`config.mk`:
```
export PLATFORM = sky130hd
export DESIGN_NAME = playfair_digraph_cipher
export DESIGN_NICKNAME = d
export VERILOG_FILES = /design/src/pfc_pkg.sv /design/src/playfair_digraph_cipher.sv /design/src/pfc_front.sv /design/src/pfc_queue.sv /design/src/pfc_back.sv
export SDC_FILE = /design/constraint.sdc
export NUM_CORES = 1
export LEC_CHECK = 0
export BUFFER_PORTS_ARGS = -buffer_cell sky130_fd_sc_hd__buf_2
export CAP_MARGIN = 15
export CELL_PAD_IN_SITES_DETAIL_PLACEMENT = 1
export CELL_PAD_IN_SITES_GLOBAL_PLACEMENT = 1
export CORE_ASPECT_RATIO = 1.4
export CORE_MARGIN = 5
export CORE_UTILIZATION = 41
export DETAILED_ROUTE_END_ITERATION = 10
export GPL_ROUTABILITY_DRIVEN = 0
export PLACE_DENSITY = 0.73
export SETUP_SLACK_MARGIN = 0.5
export SYNTH_ARGS = -nofsm -noshare
export SYNTH_HDL_FRONTEND = slang
export SYNTH_SLANG_ARGS = --single-unit
```
`constraint.sdc`:
```
create_clock -name clk -period 5.3 [get_ports clk]
set_input_delay 1.06 -clock clk [delete_from_list [all_inputs] [get_ports clk]]
set_output_delay 1.06 -clock clk [all_outputs]
set_load 0.05 [all_outputs]
```
`src/pfc_pkg.sv`:
```
`timescale 1ns / 1ps
// Shared types and constants for the Playfair digraph cipher.
// Used by every module in src; depends on nothing else.
package pfc_pkg;

    localparam int LETTER_W = 5;
    localparam int ROWS     = 5;
    localparam int COLS     = 5;
    localparam int ROW_W    = COLS * LETTER_W;
    localparam int POS_W    = 3;
    localparam int CFG_W    = ROW_W;
    localparam int QDEPTH   = 4;
    localparam int QPTR_W   = 2;
    localparam int QCNT_W   = 3;

    localparam logic [LETTER_W-1:0] LETTER_X = 5'd23;

    typedef logic [LETTER_W-1:0]       letter_t;
    typedef logic [ROWS-1:0][ROW_W-1:0] square_t;

    localparam logic [ROW_W-1:0] ROW0_RESET = 25'd4294688;
    localparam logic [ROW_W-1:0] ROW1_RESET = 25'd9706693;
    localparam logic [ROW_W-1:0] ROW2_RESET = 25'd15118698;
    localparam logic [ROW_W-1:0] ROW3_RESET = 25'd20530703;
    localparam logic [ROW_W-1:0] ROW4_RESET = 25'd25942708;

    typedef enum logic [2:0] {
        CFG_ROW0 = 3'd0,
        CFG_ROW1 = 3'd1,
        CFG_ROW2 = 3'd2,
        CFG_ROW3 = 3'd3,
        CFG_ROW4 = 3'd4,
        CFG_DIR  = 3'd5
    } cfg_idx_t;

    typedef struct packed {
        letter_t letter_in;
        logic    end_of_text;
    } src_item_t;

    typedef struct packed {
        letter_t letter_out;
        logic    end_of_run;
    } dst_item_t;

    // One digraph to encipher; twice marks a pair that is emitted two times.
    typedef struct packed {
        letter_t first;
        letter_t second;
        logic    twice;
    } job_t;

    typedef struct packed {
        logic push;
        job_t job;
    } push_t;

    typedef struct packed {
        logic [POS_W-1:0] row;
        logic [POS_W-1:0] col;
    } loc_t;

endpackage

```
`src/playfair_digraph_cipher.sv`:
```
`timescale 1ns / 1ps
// A letter that completes a digraph pushes a job into the queue; the back end registers
// its results when it loads the job, and they follow one per cycle while the output is not stalled.
// Throughput: one letter per cycle until the four-entry job queue fills; the output sends
// one letter per cycle while not stalled, two for a digraph and four for a doubled final letter.
// Reset: rst_n clears the held letter, the queue and the output; the key square resets to
// the plain alphabet in row-major order and the direction to encrypt.
module playfair_digraph_cipher (
    input  logic                          clk,
    input  logic                          rst_n,
    input  logic                          src_valid,
    output logic                          src_stall,
    input  pfc_pkg::src_item_t            src_item,
    output logic                          dst_valid,
    input  logic                          dst_stall,
    output pfc_pkg::dst_item_t            dst_item,
    input  logic                          cfg_we,
    input  logic [2:0]                    cfg_index,
    input  logic [pfc_pkg::CFG_W-1:0]     cfg_data
);

    pfc_pkg::square_t square_reg;
    logic             direction_reg;
    pfc_pkg::push_t   push;
    pfc_pkg::job_t    head;
    logic             full;
    logic             nonempty;
    logic             pop;

    always_ff @(posedge clk or negedge rst_n)
    begin
        if (!rst_n)
        begin
            square_reg[0] <= pfc_pkg::ROW0_RESET;
            square_reg[1] <= pfc_pkg::ROW1_RESET;
            square_reg[2] <= pfc_pkg::ROW2_RESET;
            square_reg[3] <= pfc_pkg::ROW3_RESET;
            square_reg[4] <= pfc_pkg::ROW4_RESET;
            direction_reg <= 1'b0;
        end
        else if (cfg_we)
        begin
            unique case (pfc_pkg::cfg_idx_t'(cfg_index))
                pfc_pkg::CFG_ROW0: square_reg[0] <= cfg_data;
                pfc_pkg::CFG_ROW1: square_reg[1] <= cfg_data;
                pfc_pkg::CFG_ROW2: square_reg[2] <= cfg_data;
                pfc_pkg::CFG_ROW3: square_reg[3] <= cfg_data;
                pfc_pkg::CFG_ROW4: square_reg[4] <= cfg_data;
                pfc_pkg::CFG_DIR:  direction_reg <= cfg_data[0];
                default:           direction_reg <= direction_reg;
            endcase
        end
    end

    pfc_front u_front (
        .clk       (clk),
        .rst_n     (rst_n),
        .src_valid (src_valid),
        .src_item  (src_item),
        .full      (full),
        .src_stall (src_stall),
        .push      (push)
    );

    pfc_queue u_queue (
        .clk      (clk),
        .rst_n    (rst_n),
        .push     (push),
        .pop      (pop),
        .full     (full),
        .nonempty (nonempty),
        .head     (head)
    );

    pfc_back u_back (
        .clk       (clk),
        .rst_n     (rst_n),
        .square    (square_reg),
        .direction (direction_reg),
        .nonempty  (nonempty),
        .head      (head),
        .pop       (pop),
        .dst_valid (dst_valid),
        .dst_stall (dst_stall),
        .dst_item  (dst_item)
    );

endmodule

```
`src/pfc_front.sv`:
```
`timescale 1ns / 1ps
// Front end: accepts letters, holds the open digraph and classifies each item.
// Depends on pfc_pkg.
module pfc_front (
    input  logic                clk,
    input  logic                rst_n,
    input  logic                src_valid,
    input  pfc_pkg::src_item_t  src_item,
    input  logic                full,
    output logic                src_stall,
    output pfc_pkg::push_t      push
);

    pfc_pkg::letter_t pending_letter_reg;
    pfc_pkg::letter_t pending_letter_next;
    logic             pending_valid_reg;
    logic             pending_valid_next;
    logic             accept;

    assign src_stall = full;
    assign accept    = src_valid && !full;

    always_comb
    begin
        pending_letter_next = pending_letter_reg;
        pending_valid_next  = pending_valid_reg;
        push.push           = 1'b0;
        push.job.first      = src_item.letter_in;
        push.job.second     = pfc_pkg::LETTER_X;
        push.job.twice      = 1'b0;
        if (accept)
        begin
            priority if (!pending_valid_reg)
            begin
                if (src_item.end_of_text)
                begin
                    push.push = 1'b1;
                end
                else
                begin
                    pending_letter_next = src_item.letter_in;
                    pending_valid_next  = 1'b1;
                end
            end
            else if (src_item.letter_in != pending_letter_reg)
            begin
                push.push           = 1'b1;
                push.job.first      = pending_letter_reg;
                push.job.second     = src_item.letter_in;
                pending_valid_next  = 1'b0;
                pending_letter_next = '0;
            end
            else
            begin
                // A doubled letter takes the filler and stays held unless the text ends.
                push.push      = 1'b1;
                push.job.first = pending_letter_reg;
                push.job.twice = src_item.end_of_text;
                if (src_item.end_of_text)
                begin
                    pending_valid_next  = 1'b0;
                    pending_letter_next = '0;
                end
            end
        end
    end

    always_ff @(posedge clk or negedge rst_n)
    begin
        if (!rst_n)
        begin
            pending_letter_reg <= '0;
            pending_valid_reg  <= 1'b0;
        end
        else
        begin
            pending_letter_reg <= pending_letter_next;
            pending_valid_reg  <= pending_valid_next;
        end
    end

endmodule

```
`src/pfc_queue.sv`:
```
`timescale 1ns / 1ps
// Short queue of digraph jobs between the front end and the cipher back end.
// Depends on pfc_pkg.
module pfc_queue (
    input  logic           clk,
    input  logic           rst_n,
    input  pfc_pkg::push_t push,
    input  logic           pop,
    output logic           full,
    output logic           nonempty,
    output pfc_pkg::job_t  head
);

    pfc_pkg::job_t                   mem_reg [pfc_pkg::QDEPTH];
    logic [pfc_pkg::QPTR_W-1:0]      wr_ptr_reg;
    logic [pfc_pkg::QPTR_W-1:0]      wr_ptr_next;
    logic [pfc_pkg::QPTR_W-1:0]      rd_ptr_reg;
    logic [pfc_pkg::QPTR_W-1:0]      rd_ptr_next;
    logic [pfc_pkg::QCNT_W-1:0]      count_reg;
    logic [pfc_pkg::QCNT_W-1:0]      count_next;

    assign full     = (count_reg == pfc_pkg::QCNT_W'(pfc_pkg::QDEPTH));
    assign nonempty = (count_reg != '0);
    assign head     = mem_reg[rd_ptr_reg];

    always_comb
    begin
        wr_ptr_next = push.push ? wr_ptr_reg + 1'b1 : wr_ptr_reg;
        rd_ptr_next = pop ? rd_ptr_reg + 1'b1 : rd_ptr_reg;
        count_next  = count_reg;
        if (push.push && !pop)
        begin
            count_next = count_reg + 1'b1;
        end
        else if (pop && !push.push)
        begin
            count_next = count_reg - 1'b1;
        end
    end

    always_ff @(posedge clk or negedge rst_n)
    begin
        if (!rst_n)
        begin
            wr_ptr_reg <= '0;
            rd_ptr_reg <= '0;
            count_reg  <= '0;
        end
        else
        begin
            wr_ptr_reg <= wr_ptr_next;
            rd_ptr_reg <= rd_ptr_next;
            count_reg  <= count_next;
        end
    end

    always_ff @(posedge clk)
    begin
        if (push.push)
        begin
            mem_reg[wr_ptr_reg] <= push.job;
        end
    end

endmodule

```
`src/pfc_back.sv`:
```
`timescale 1ns / 1ps
// Back end: enciphers one digraph against the key square and sends its letters.
// Depends on pfc_pkg.
module pfc_back (
    input  logic                clk,
    input  logic                rst_n,
    input  pfc_pkg::square_t    square,
    input  logic                direction,
    input  logic                nonempty,
    input  pfc_pkg::job_t       head,
    output logic                pop,
    output logic                dst_valid,
    input  logic                dst_stall,
    output pfc_pkg::dst_item_t  dst_item
);

    function automatic pfc_pkg::loc_t locate(input pfc_pkg::square_t sq,
                                             input pfc_pkg::letter_t letter);
        pfc_pkg::loc_t loc;
        loc = '0;
        // Scanning backward leaves the first cell in row-major order.
        for (int r = pfc_pkg::ROWS - 1; r >= 0; r--)
        begin
            for (int c = pfc_pkg::COLS - 1; c >= 0; c--)
            begin
                if (sq[r][c*pfc_pkg::LETTER_W +: pfc_pkg::LETTER_W] == letter)
                begin
                    loc.row = pfc_pkg::POS_W'(r);
                    loc.col = pfc_pkg::POS_W'(c);
                end
            end
        end
        return loc;
    endfunction

    function automatic logic [pfc_pkg::POS_W-1:0] step5(input logic [pfc_pkg::POS_W-1:0] v,
                                                        input logic back);
        logic [pfc_pkg::POS_W-1:0] res;
        if (back)
        begin
            res = (v == '0) ? pfc_pkg::POS_W'(pfc_pkg::COLS - 1) : v - 1'b1;
        end
        else
        begin
            res = (v == pfc_pkg::POS_W'(pfc_pkg::COLS - 1)) ? '0 : v + 1'b1;
        end
        return res;
    endfunction

    function automatic pfc_pkg::letter_t cell_at(input pfc_pkg::square_t sq,
                                                 input pfc_pkg::loc_t loc);
        logic [pfc_pkg::ROW_W-1:0] row;
        row = sq[loc.row];
        return row[loc.col*pfc_pkg::LETTER_W +: pfc_pkg::LETTER_W];
    endfunction

    pfc_pkg::loc_t    loc_a;
    pfc_pkg::loc_t    loc_b;
    pfc_pkg::loc_t    new_a;
    pfc_pkg::loc_t    new_b;
    pfc_pkg::letter_t first_reg;
    pfc_pkg::letter_t second_reg;
    logic             twice_reg;
    logic             busy_reg;
    logic             busy_next;
    logic [1:0]       phase_reg;
    logic [1:0]       phase_next;
    logic             last_phase;
    logic             out_fire;
    logic             finishing;
    logic             load;

    always_comb
    begin
        loc_a = locate(square, head.first);
        loc_b = locate(square, head.second);
        new_a = loc_a;
        new_b = loc_b;
        priority if (loc_a.row == loc_b.row)
        begin
            new_a.col = step5(loc_a.col, direction);
            new_b.col = step5(loc_b.col, direction);
        end
        else if (loc_a.col == loc_b.col)
        begin
            new_a.row = step5(loc_a.row, direction);
            new_b.row = step5(loc_b.row, direction);
        end
        else
        begin
            new_a.col = loc_b.col;
            new_b.col = loc_a.col;
        end
    end

    assign last_phase = twice_reg ? (phase_reg == 2'd3) : (phase_reg == 2'd1);
    assign out_fire   = busy_reg && !dst_stall;
    assign finishing  = out_fire && last_phase;
    assign load       = nonempty && (!busy_reg || finishing);
    assign pop        = load;

    assign dst_valid           = busy_reg;
    assign dst_item.letter_out = phase_reg[0] ? second_reg : first_reg;
    assign dst_item.end_of_run = last_phase;

    always_comb
    begin
        busy_next  = busy_reg;
        phase_next = phase_reg;
        priority if (load)
        begin
            busy_next  = 1'b1;
            phase_next = '0;
        end
        else if (finishing)
        begin
            busy_next = 1'b0;
        end
        else if (out_fire)
        begin
            phase_next = phase_reg + 1'b1;
        end
    end

    always_ff @(posedge clk or negedge rst_n)
    begin
        if (!rst_n)
        begin
            busy_reg  <= 1'b0;
            phase_reg <= '0;
        end
        else
        begin
            busy_reg  <= busy_next;
            phase_reg <= phase_next;
        end
    end

    always_ff @(posedge clk)
    begin
        if (load)
        begin
            first_reg  <= cell_at(square, new_a);
            second_reg <= cell_at(square, new_b);
            twice_reg  <= head.twice;
        end
    end

`ifndef SYNTHESIS
    a_phase_bound: assert property (@(posedge clk) disable iff (!rst_n)
        busy_reg && !twice_reg |-> !phase_reg[1])
        else $error("Phase ran past the second letter of a single pair.");

    a_pop_nonempty: assert property (@(posedge clk) disable iff (!rst_n)
        pop |-> nonempty)
        else $error("Job taken from an empty queue.");

    a_idle_after_last: assert property (@(posedge clk) disable iff (!rst_n)
        finishing && !nonempty |=> !busy_reg)
        else $error("Back end stayed busy after its last transfer.");

    a_load_restart: assert property (@(posedge clk) disable iff (!rst_n)
        load |=> busy_reg && phase_reg == 2'd0)
        else $error("A loaded job did not start at its first letter.");
`endif

endmodule

```
# Yosys cells after proc, flatten, opt, wreduce, memory -nomap -nowiden
# Memory sizes are Yosys's and may differ from the RTL's.
# Cells that the tools add are included.
classes:
  shift: 2
  n_mul: 2
  magnitude_cmp: 2
  add_sub_neg: 13
  eq_ne: 68
  bitwise_logic: 0
  mux: 98
  n_reduce_logical: 29
  n_div: 0
op_table:
  columns: ["op", "count"]
  rows:
  - ["2-to-1 mux 6 bit", 50]
  - ["== test 5 bit", 50]
  - ["binary-select mux 25 bit (select 3 bit)", 2]
  - ["2-to-1 mux 3 bit", 22]
  - ["2-to-1 mux 25 bit", 2]
  - ["indexed part select 25 x 7 -> 5 bit", 2]
  - ["2-to-1 mux 5 bit", 6]
  - ["== test 3 bit (second input constant)", 7]
  - ["adder 3 x 1 -> 3 bit (second input constant)", 5]
  - ["logical NOT 3 bit", 5]
  - ["subtractor 3 x 1 -> 3 bit (second input constant)", 5]
  - ["AND reduction 2 bit", 7]
  - ["multiplier 3 x 3 -> 6 bit (second input constant)", 2]
  - ["2-to-1 mux 12 bit", 1]
  - ["2-to-1 mux 1 bit", 11]
  - ["2-to-1 mux 11 bit", 1]
  - ["< comparator 3 x 4 -> 1 bit (second input constant)", 2]
  - ["adder 2 x 1 -> 2 bit (second input constant)", 3]
  - ["== test 3 x 2 -> 1 bit (second input constant)", 2]
  - ["== test 3 bit", 2]
  - ["logical AND 1 bit", 6]
  - ["2-to-1 mux 2 bit", 3]
  - ["nonzero test 2 bit", 3]
  - ["logical NOT 1 bit", 5]
  - ["10 further kinds", 10]
totals:
  romBits: 0
  output_inout_bits: 8
  in_bits: 39
  register_bits: 153
  ram_bits: 44
  memories: 1
  latchBits: 0
memory_table:
  columns: ["name", "depth", "word_bits", "rd", "rd_ports_with_merged_regs", "wr", "line_no", "source"]
  rows:
  - ["u_queue.mem_reg", 4, 11, 1, 0, 1, "pfc_queue.sv:14", "pfc_pkg::job_t mem_reg [pfc_pkg::QDEPTH];"]

# Longest topological paths before layout
# Gate-level depths: netlist of run 1.
# An unclocked memory read counts as a cell.
depth:
  ltp_word: 35
  depth_mapped: 26
  ltp_nobuf: 21

# Hierarchy
# A second synthesis of run 1 with hierarchy kept.
hier_totals:
  cells_unflattened: 1349
  hier_area_um2: 14975.6
modules_own_cells:
  columns: ["mod", "seq_area_each_um2", "area_each_um2", "n_inst", "cells_per_inst"]
  rows:
  - ["pfc_back", 405.4, 7587.3, 1, 923]
  - ["playfair_digraph_cipher", 3220.6, 4845.9, 1, 271]
  - ["pfc_queue", 1496.4, 1988.2, 1, 91]
  - ["pfc_front", 150.1, 554.3, 1, 64]

# Least setup slack after synthesis of run 1
# Ideal clock, no wire load.
synth_path:
  path_type: "register to register"
  startpoint: "register u_queue.rd_ptr_reg[0] (netlist bit)"
  endpoint: "register u_back.second_reg[3], data pin"
  t_required_ns: 5.044
  setup_time_ns: 0.256
  path_buffers: 4
  stages_incl_launch_ff: 20
  arrival_ns: 5.021
  slack_ns: 0.023
  cell_sequence: "dfrtp_1 > buf_6 > mux4_2 > buf_4 > buf_6 > xnor2_1 > nand3_1 > nor2_1 > nor4_4 > o211ai_1 > a311o_2 > xor2_1 > nor3_4 > or3_1 > buf_6 > and2_1 > a211oi_4 > mux2_1 > a2111o_1 > a41o_1"
synth_between:
  elab_chain_len: 35
  word_cells_on_any_way: 125
  classes_between: "4 x add/sub; 1 x mul; 54 x eq/ne; 1 x shift; 62 x mux; 2 x reduce/logical; 1 x memory"
synth_lines:
  columns: ["element", "line_no", "source"]
  rows:
  - ["from (decl)", "pfc_queue.sv:17", "logic [pfc_pkg::QPTR_W-1:0] rd_ptr_reg;"]
  - ["from (signal assigned)", "pfc_queue.sv:52", "rd_ptr_reg <= rd_ptr_next;"]
  - ["memory read (4 x 11 bit) *", null, null]
  - ["branches (longest 33 deep; another with 2-to-1 mux 6 bit)", null, null]
  - ["indexed part select 25 x 7 -> 5 bit *", "pfc_back.sv:54", "return row[loc.col*pfc_pkg::LETTER_W +: pfc_pkg::LETTER_W];"]
  - ["to (signal assigned)", "pfc_back.sv:144", "second_reg <= cell_at(square, new_b);"]
  - ["to (decl)", "pfc_back.sv:62", "pfc_pkg::letter_t second_reg;"]
# Every way passes the cells marked *. The select of a mux whose other input is x is not followed.
# A chain may end at the register's enable or synchronous reset.

# Worst setup path after layout of run 1
layout_path:
  startpoint: "register u_queue.rd_ptr_reg[0] (netlist bit)"
  endpoint: "register u_back.first_reg[2], data pin"
layout_between:
  elab_chain_len: 35
  word_cells_on_any_way: 125
  classes_between: "4 x add/sub; 1 x mul; 54 x eq/ne; 1 x shift; 62 x mux; 2 x reduce/logical; 1 x memory"
layout_lines:
  columns: ["element", "line_no", "source"]
  rows:
  - ["memory read (4 x 11 bit) *", null, null]
  - ["branches (longest 33 deep; another with 2-to-1 mux 6 bit)", null, null]
  - ["indexed part select 25 x 7 -> 5 bit *", "pfc_back.sv:54", null]
  - ["to (signal assigned)", "pfc_back.sv:143", "first_reg <= cell_at(square, new_a);"]
  - ["to (decl)", "pfc_back.sv:61", "pfc_pkg::letter_t first_reg;"]
# Marks and branches as above.

==> results of run 1 <==
through the flow:
step                worst slack [ns]  cells
floorplan                      0.245   1355
global placement              -0.270   2004
detailed placement            -0.448   2004
CTS                          -0.0997   2082
global route                  -0.790   2106
finish                        -0.730   2107
Yosys cell counts, drive strengths merged (4+ instances only):
cell     number
o211ai       21
inv          31
a222oi        4
nand4b        4
o41ai         4
a311o         5
xnor2       175
dfstp        54
or2           9
o311ai        4
nand3        74
o31ai         6
a22oi         5
xor2         97
mux2        164
mux2i        44
a211oi        5
nor4         13
dfrtp        88
nor3b         4
o2111ai       4
edfxtp       55
o22ai         9
a31oi         6
and3b         4
ha           17
a211o         6
nor3         78
o311a         4
a21oi        18
buf          46
nand4        10
and2          5
and3          4
nand2b       10
clkbuf       33
nor2         41
a32o          4
nand2        58
mux4         33
nor2b        10
or3          11
o21ai        42
layout make-up:
| cell class | count | area (µm²) |
|---|---|---|
| fillers | 3818 | 16400 |
| multi-input cells | 1047 | 9830 |
| flip-flops and latches | 197 | 5270 |
| repair buffers | 336 | 2890 |
| well taps | 462 | 578 |
| clock buffers | 19 | 454 |
| clock inverters | 13 | 139 |
| inverters | 32 | 120 |
| diodes | 1 | 2.50 |
routing by layer:
layer  wire length (µm)  track usage [%]  share of wire (%)  vias to the layer above
li1                   -                -                  -                     5497
met1              20700             29.9                 34                     6601
met2              30300             50.0                 49                      705
met3               3750             4.89                6.1                      367
met4               6630             24.1                 11                        0
met5                  0                0                  0                        -
cell families after synthesis:
| group | count (synthesis) | synth area share, % |
|---|---|---|
| simple gates | 343 | 12.8 |
| xor+xnor | 272 | 16.2 |
| mux | 241 | 20.7 |
| flops | 197 | 35.7 |
| compound gates | 173 | 8.75 |
| buf+inv | 111 | 4.27 |
| fa+ha+maj | 18 | 1.58 |
worst reg2reg max path, stage by stage (launching register included):
cell and delay (ns):
dfrtp_1 0.39, buf_6 0.12, buf_6 0.11, buf_6 0.10, mux4_2 0.54, buf_8 0.18
buf_4 0.16, xnor2_1 0.24, nand3_1 0.19, nor3_4 0.50, nor4_2 0.09, o41ai_2 0.07
nor4bb_2 0.25, o211ai_1 0.19, buf_4 0.20, xnor2_1 0.15, buf_4 0.15, buf_4 0.13
o31a_1 0.27, buf_4 0.17, o21ai_0 0.74, a22oi_2 0.26, o211ai_1 0.20, o21a_1 0.27
o211ai_1 0.11
path summary, 6_finish.rpt:
path | endpoint | slack (ns)
setup / recovery | u_back.first_reg[2]$_DFFE_PP_ | -0.73
hold / removal | u_queue.count_reg[2]$_DFFE_PN0P_ | 0.50
setup reg to reg | u_back.first_reg[2]$_DFFE_PP_ | -0.73
hold reg to reg | u_queue.count_reg[2]$_DFFE_PN0P_ | 0.50
max in group asynchronous | square_reg[7]$_DFFE_PN0P_ | 3.36
min in group asynchronous | square_reg[13]$_DFFE_PN0P_ | 0.67
timing repair:
| item | CTS | global route |
|---|---|---|
| pin swaps | 48 | 70 |
| setup endpoints to repair | 10 | 10 |
| cloned | 2 | 0 |
| buffers inserted | 44 | 24 |
| hold endpoints to repair | 0 | 0 |
| gates resized for setup | 128 | 75 |
==> impl_metrics.yaml, run 1 <==
yosys:
  syn_inst: 1355
  avgSynthCellArea_um2: 10.9
  synth-seq-cells: 197
  synthTopCellsByArea: "dfrtp_1 15%, mux2_2 12%, edfxtp_1 11%"
  synth_cell_types: 87
  synth_edf_count: 55
  syn-num-nets: 1412
  yosys_warnings: 0
  synthFlopType: "dfrtp_1"
  yosysTopAreaCell: "dfrtp_1"
  yosysTopAreaCellShare_pct: 14.9
  synth-seq-area-share_pct: 35.7
  syn_area_um2: 14800
  async_reset_ff_share_pct: 72.1
global_route:
  antenna_found_initial: 1
  grt_pass1_wl_um: 85500
  grt_pass1_vias: 13982
  gr-total-overflow: 0
  grt_max_degree: 96
  grt_usage_pct: 28.7
floorplanning:
  die_height_um: 235
  die_area_um2: 39900
  rows: 82
  die_x_um: 170
  core_area_um2: 35700
  pin_count: 47
  start_util_pct: 41.3
sta:
  clock.fmax_mhz: 166
  finClkSkew_ns: 0.0155
  hold_viol_final: 0
  worst_pin_slew_ns: 0.936
  maxSlewHeadroom_pct: 37.0
  setup_tns_ns: -4.76
  min_period_over_period_pct: 114
  grt_setup_unrepaired: "yes"
  finalWorstPathRequiredPeriod_ns: 6.03
  setup_viol: 10
  finalWorstSetupSlack_ns: -0.730
  slew_violations: 0
  fin_hold_ws_ns: 0.499
critical_path:
  path_class: "register to register"
  crit_top_cell: "buf_4"
  worst-path-stages: 24
  worst-path-buf-inv: 9
  crit_path_start: "u_queue.rd_ptr_reg[0]$_DFFE_PN0P_"
  cp.required_ns: 5.51
  r2r-start: "u_queue.rd_ptr_reg[0]$_DFFE_PN0P_"
  critPathCaptureType: "register"
  start_kind: "register"
  worstPathArrival_ns: 6.24
  cp_top_family: "compound AO/OA/AOI/OAI gates"
  crit_path_max_fanout: 6
  critPathMaxStageDelay_ns: 0.74
  critPathSlowestCell: "o21ai_0"
  path_cells: "buf_6, buf_6, buf_6, mux4_2, buf_8, buf_4, xnor2_1, nand3_1, nor3_4, nor4_2, o41ai_2, nor4bb_2, o211ai_1, buf_4, xnor2_1, buf_4, buf_4, o31a_1, buf_4, o21ai_0, a22oi_2, o211ai_1, o21a_1, o211ai_1"
  r2r_cells: 24
detailed_routing:
  num_vias: 13170
  drc_errors: 0
  vias_per_cell: 6.25
  antenna_left: 0
  first_pass_iters: 7
  drt_iter0_drc: 1094
  wire_per_inst_um: 29.2
  wirelength_um: 61400
clock_network:
  htreeDepth: 4
  clockBufferDepth: 2
  cts_sinks: 197
  clk_pin_slew_worst_paths_ns: 0.08
  clockRootBuffer: "clkbuf_16"
  cts_tree: "done"
  cts_buffers: 17
  clk_latency_ns: 0.47
  holdBufCountCts: 0
worst_hold_path:
  hold_class: "register to register"
  hold_path_depth: 1
  min_from: "u_queue.count_reg[2]$_DFFE_PN0P_"
placed_design:
  dp_hpwl_um: 42700
  portBuffers: 46
  dpl_cell_area_um2: 17100
final_layout:
  largest_reg_flops: 125
  final_cell_mix: "231 x buf_4, 163 x xnor2_1, 156 x mux2_2"
  layout_commonest_cell: "buf_4"
  areaGrowthSynthToFinish_pct: 30.6
  nNetsFinal: 1688
  layout-drive-gt1-share_pct: 48.4
  postLayoutCellArea_um2: 19300
  final_util_pct: 54.0
job:
  maxCapViolations: 0
outcome:
  run_status: "finished with violations"
  failed_checks: "setup timing"
Power of run 1 is left out: the tool's default activity adds up to more than one toggle a clock period on the data nets, which glitch-free logic cannot reach.
==> inputs of run 2 (changes only) <==
--- a/config.mk
+++ b/config.mk
@@ -16,6 +16,9 @@
 export GPL_ROUTABILITY_DRIVEN = 0
 export PLACE_DENSITY = 0.73
 export SETUP_SLACK_MARGIN = 0.5
+export SKIP_LAST_GASP = 1
 export SYNTH_ARGS = -nofsm -noshare
 export SYNTH_HDL_FRONTEND = slang
+export SYNTH_HIERARCHICAL = 1
 export SYNTH_SLANG_ARGS = --single-unit
+export TNS_END_PERCENT = 50
==> run 2 against run 1 <==
Sequential cell count unchanged. The flow still finishes with violations (setup timing). Setup slack improved by 0.55 ns. Largest cell class unchanged. Final area decreased by 6.2%.
==> impl_metrics.yaml, run 2 <==
job:
  maxCapViolations: 0
placed_design:
  portBuffers: 46
  pre_cts_slack_ns: -0.451
  dp_hpwl_um: 42300
  dp_cells: 1943
critical_path:
  critPathMaxStageDelay_ns: 0.55
  cp.required_ns: 5.50
  critPathSlowestCell: "or4_4"
  cp_top_family: "simple AND/OR/NAND/NOR gates"
  worstPathArrival_ns: 5.68
  r2r_cells: 19
  worst-path-buf-inv: 4
  start_kind: "register"
  critPathCaptureType: "register"
  path_class: "register to register"
  timing.rr.end: "u_back/first_reg[2]$_DFFE_PP_"
  r2r_slack_ns: -0.18
  r2r-start: "u_queue/rd_ptr_reg[0]$_DFFE_PN0P_"
  crit_path_max_fanout: 15
  path_cells: "buf_4, mux4_2, buf_12, buf_4, xnor2_1, nand3_1, nor3_4, nor3b_1, o21bai_1, a311oi_2, or4_4, a221oi_4, and3_4, or2_4, buf_12, mux2_1, a221oi_2, a311o_1, nand3_2"
  crit_path_start: "u_queue/rd_ptr_reg[0]$_DFFE_PN0P_"
final_layout:
  multi_input_area_um2: 9380
  layout-drive-gt1-share_pct: 40.7
  largest_reg_flops: 125
  layout.cells.non_filler: 2017
  nNetsFinal: 1599
  seqCellArea_um2: 5270
  final.fill_count: 3815
  areaGrowthSynthToFinish_pct: 20.8
  diodes: 0
  final_cell_mix: "164 x buf_4, 153 x mux2_2, 131 x xor2_1"
  layout_commonest_cell: "buf_4"
detailed_routing:
  drc_errors: 0
  drt_iter0_drc: 994
  first_pass_iters: 5
  antenna_left: 0
  vias_per_cell: 6.13
  wire_per_inst_um: 28.0
  wirelength_um: 56500
  num_vias: 12356
floorplanning:
  start_util_pct: 41.6
  pin_count: 47
  die_x_um: 172
  core_area_um2: 36000
  rows: 82
  die_area_um2: 40500
  die_height_um: 236
yosys:
  yosysTopAreaCellShare_pct: 14.7
  synth_cell_types: 103
  synthTopCellsByArea: "dfrtp_1 15%, mux2_2 12%, edfxtp_1 11%"
  synth_common_cells: "154 x mux2_2, 136 x xor2_1, 130 x xnor2_1, 88 x dfrtp_1, 73 x mux2i_1"
  synth-seq-area-share_pct: 35.2
  yosys_warnings: 6
  synth_edf_count: 55
  yosysTopAreaCell: "dfrtp_1"
  syn_inst: 1349
  syn-num-nets: 1406
  syn_area_um2: 15000
  avgSynthCellArea_um2: 11.1
  synthFlopType: "dfrtp_1"
  async_reset_ff_share_pct: 72.1
  synth_most_common_cell: "mux2_2"
  synth-seq-cells: 197
clock_network:
  htreeDepth: 4
  clockRootBuffer: "clkbuf_16"
  holdBufCountCts: 0
  cts_sinks: 197
  clockBufferDepth: 2
  cts_tree: "done"
  clk_pin_slew_worst_paths_ns: 0.08
  cts_buffers: 17
  clk_latency_ns: 0.47
global_route:
  grt_usage_pct: 27.7
  grt_max_degree: 102
  grt_pass1_wl_um: 84300
  grt_pass1_vias: 13589
  gr-total-overflow: 0
  antenna_found_initial: 0
sta:
  maxSlewHeadroom_pct: 24.6
  worst_pin_slew_ns: 1.13
  finalWorstSetupSlack_ns: -0.183
  clock.fmax_mhz: 182
  finalWorstPathRequiredPeriod_ns: 5.48
  setup_viol: 10
  slew_violations: 0
  min_period_over_period_pct: 103
  hold_viol_final: 0
  grt_setup_unrepaired: "yes"
  finClkSkew_ns: 0.0230
worst_hold_path:
  hold_end: "u_queue/count_reg[2]$_DFFE_PN0P_"
  hold_class: "register to register"
  hold_path_depth: 1
  min_from: "u_queue/count_reg[2]$_DFFE_PN0P_"
outcome:
  failed_checks: "setup timing"
  run_status: "finished with violations"
-- run 2: through the flow --
stage	util, %	setup TNS, ns	hold slack [ns]	instance area, µm²
after floorplan	-	0	0.449	15100
after global placement	46.0	-2.34	0.467	16600
after detailed placement	46.0	-3.70	0.508	16600
after CTS	49.5	-0.173	0.518	17800
after global routing	50.2	-2.55	0.532	18100
final	50.2	-1.31	0.520	18100
-- run 2: logic make-up (layout without fill, tap and decap cells) --
family,after synthesis,in the layout,synth area share (%)
multiplexers,259,260,20.9
AO/OA/AOI/OAI,163,163,8.54
XOR/XNOR,267,267,15.7
adder cells (fa/ha/maj),18,18,1.55
AND/OR/NAND/NOR,337,337,12.7
buffers and inverters,108,313,5.43
flip-flops,197,197,35.2
-- run 2: area by class of cell --
type | instances | area share, %
clock buffer | 17 | 2.35
inverter | 33 | 0.685
multi-input combinational | 1045 | 51.9
sequential | 197 | 29.1
tap | 462 | 3.20
timing repair buffer | 248 | 11.7
clock inverter | 15 | 1.02
-- run 2: worst reg2reg max path, cell delays in order, from the launching register on --
cell and delay (ns):
dfrtp_2 0.44, buf_4 0.14, mux4_2 0.53, buf_12 0.19, buf_4 0.19, xnor2_1 0.27
nand3_1 0.23, nor3_4 0.27, nor3b_1 0.09, o21bai_1 0.18, a311oi_2 0.16, or4_4 0.55
a221oi_4 0.38, and3_4 0.25, or2_4 0.22, buf_12 0.17, mux2_1 0.38, a221oi_2 0.23
a311o_1 0.23, nand3_2 0.13
-- run 2: layer usage --
layer / global-route usage (%) / routed length (µm) / vias to the layer above
met3: 4.72 / 2770 / 262
met1: 29.4 / 19600 / 6250
met5: 0 / 0 / -
li1: - / - / 5304
met2: 48.4 / 28900 / 540
met4: 20.5 / 5230 / 0
-- run 2: timing repair --
item | in CTS | in global routing
resized for setup | 63 | 35
cloned | 2 | 2
setup endpoints to repair | 10 | 10
pin swaps | 15 | 30
setup buffers | 29 | 9
-- run 2: worst max-delay path by stage --
stage	cells after the start	slack, ns	end
after floorplan	19	0.47	u_back/first_reg[2]$_DFFE_PP_
after global placement	17	-0.31	u_back/first_reg[1]$_DFFE_PP_
after detailed placement	17	-0.45	u_back/first_reg[1]$_DFFE_PP_
after CTS	19	-0.07	u_back/first_reg[3]$_DFFE_PP_
after global routing	20	-0.31	u_back/first_reg[2]$_DFFE_PP_
final	19	-0.18	u_back/first_reg[2]$_DFFE_PP_
Power of run 2 is left out for the same reason.
==> inputs of run 3 (changes only) <==
--- a/config.mk
+++ b/config.mk
@@ -5,7 +5,7 @@
 export SDC_FILE = /design/constraint.sdc
 export NUM_CORES = 1
 export LEC_CHECK = 0
-export BUFFER_PORTS_ARGS = -buffer_cell sky130_fd_sc_hd__buf_2
+export BUFFER_PORTS_ARGS = -buffer_cell sky130_fd_sc_hd__buf_4
 export CAP_MARGIN = 15
 export CELL_PAD_IN_SITES_DETAIL_PLACEMENT = 1
 export CELL_PAD_IN_SITES_GLOBAL_PLACEMENT = 1
==> run 3 against run 2 <==
The flow still finishes with violations (setup timing). Register-to-register slack got worse by 0.09 ns. Critical path type unchanged. Core utilization increased by 1.3 points. Highest routed layer unchanged. Sequential cell count unchanged. Sequential share of layout area decreased by 0.72 points. Largest cell class unchanged. Critical path depth increased by 3. Critical endpoint is now u_back/first_reg[0]$_DFFE_PP_.
==> impl_metrics.yaml, run 3 (synthesis gave the netlist of run 2 again) <==
outcome:
  run_status: "finished with violations"
  failed_checks: "setup timing"
critical_path:
  path_cells: "buf_12, buf_4, mux4_2, buf_12, buf_12, xor2_1, nor2_2, nand2_1, a211o_1, or3_4, a211oi_4, buf_4, xnor2_1, a221oi_4, and3_4, or2_4, buf_6, buf_12, mux2i_1, a22oi_1, nand3_1, nand3_1"
  worstPathArrival_ns: 5.78
  cp_top_family: "simple AND/OR/NAND/NOR gates"
  critPathSlowestCell: "mux4_2"
  critPathCaptureType: "register"
  path_class: "register to register"
  crit_top_cell: "buf_12"
  critPathMaxStageDelay_ns: 0.60
  start_kind: "register"
  crit_path_max_fanout: 10
  worst-path-buf-inv: 7
  cp.required_ns: 5.51
clock_network:
  clk_pin_slew_worst_paths_ns: 0.08
  clk_latency_ns: 0.46
  clockRootBuffer: "clkbuf_16"
  holdBufCountCts: 0
  clockBufferDepth: 2
  cts_sinks: 197
  cts_buffers: 17
  cts_tree: "done"
  htreeDepth: 4
detailed_routing:
  first_pass_iters: 5
  drc_errors: 0
  vias_per_cell: 6.21
  drt_iter0_drc: 947
  antenna_left: 0
  wirelength_um: 59000
  num_vias: 12561
  wire_per_inst_um: 29.2
final_layout:
  layout-drive-gt1-share_pct: 42.4
  largest_reg_flops: 125
  layout_commonest_cell: "buf_4"
  areaGrowthSynthToFinish_pct: 23.9
  final.fill_count: 3755
  nNetsFinal: 1606
  diodes: 0
  final_cell_mix: "204 x buf_4, 153 x mux2_2, 132 x xor2_1"
global_route:
  antenna_found_initial: 0
  grt_pass1_wl_um: 83500
  grt_pass1_vias: 13362
  grt_usage_pct: 27.8
  grt_max_degree: 93
  gr-total-overflow: 0
sta:
  slew_violations: 0
  finalWorstPathRequiredPeriod_ns: 5.57
  worst_pin_slew_ns: 0.920
  finClkSkew_ns: 0.0145
  setup_viol: 10
  min_period_over_period_pct: 105
  hold_viol_final: 0
  grt_setup_unrepaired: "yes"
  clock.fmax_mhz: 179
  maxSlewHeadroom_pct: 38.7
  fin_hold_ws_ns: 0.488
  finalWorstSetupSlack_ns: -0.274
floorplanning:
  die_height_um: 236
  die_x_um: 172
  core_area_um2: 36000
  rows: 82
  start_util_pct: 41.6
  die_area_um2: 40500
  pin_count: 47
worst_hold_path:
  hold_class: "register to register"
placed_design:
  pre_cts_slack_ns: -0.392
  dp_hpwl_um: 42000
  portBuffers: 46
job:
  maxCapViolations: 0
-- run 3: cell count changes in the layout (fill, tap and decap cells not counted), moves of 4 or more --
cell and delta:
buf_4 +40, nor3_2 +7, buf_12 +6, buf_6 +4
mux2i_1 -4, buf_2 -45, nor3_1 -6, xnor2_1 -4
-- run 3: timing repair --
action	4_1_cts	5_1_grt
setup endpoints to repair	10	10
setup buffers	30	25
cloned	3	4
pin swaps	27	31
gates resized for setup	56	79
-- run 3: layer usage --
layer | routed length, µm | part of all wire (%) | GRT usage [%]
met4 | 5670 | 9.6 | 22.1
met1 | 20000 | 34 | 28.9
met3 | 3610 | 6.1 | 5.48
met2 | 29700 | 50 | 47.7
met5 | 0 | 0 | 0
-- run 3: cell type report --
cell class                      count  area, µm²  area share [%]
Clock inverter                     13        136           0.735
Tap cell                          462        578            3.11
Timing Repair Buffer              256       2450            13.2
Clock buffer                       19        443            2.39
Multi-Input combinational cell   1044       9550            51.5
Inverter                           33        124           0.667
Sequential cell                   197       5280            28.4
-- run 3: through the flow --
stage | TNS (ns) | instances | util, % | cell area, µm²
CTS | -0.577 | 1995 | 49.6 | 17900
detailed placement | -3.45 | 1930 | 46.2 | 16600
floorplan | 0 | 1349 | - | 15100
global route | -3.02 | 2024 | 51.5 | 18600
global placement | -2.31 | 1930 | 46.2 | 16600
finish | -1.83 | 2024 | 51.5 | 18600
-- run 3: worst paths after layout --
check	slack (ns)	cells after the start	end	startpoint
min in group asynchronous	0.66	1	square_reg[13]$_DFFE_PN0P_	rst_n
hold / removal	0.49	1	u_queue/count_reg[2]$_DFFE_PN0P_	u_queue/count_reg[2]$_DFFE_PN0P_
setup / recovery	-0.27	22	u_back/first_reg[0]$_DFFE_PP_	u_queue/rd_ptr_reg[0]$_DFFE_PN0P_
setup reg to reg	-0.27	22	u_back/first_reg[0]$_DFFE_PP_	u_queue/rd_ptr_reg[0]$_DFFE_PN0P_
hold reg to reg	0.49	1	u_queue/count_reg[2]$_DFFE_PN0P_	u_queue/count_reg[2]$_DFFE_PN0P_
max in group asynchronous	3.51	2	square_reg[30]$_DFFE_PN0P_	rst_n
-- run 3: worst register-to-register path: stages, from the launching register on --
cell,delay [ns]
dfrtp_2,0.44
buf_12,0.14
buf_4,0.11
mux4_2,0.60
buf_12,0.21
buf_12,0.15
xor2_1,0.17
nor2_2,0.18
nand2_1,0.12
a211o_1,0.35
or3_4,0.35
a211oi_4,0.29
buf_4,0.17
xnor2_1,0.09
a221oi_4,0.32
and3_4,0.25
or2_4,0.17
buf_6,0.18
buf_12,0.15
mux2i_1,0.49
a22oi_1,0.19
nand3_1,0.15
nand3_1,0.08
Power of run 3 is left out for the same reason.
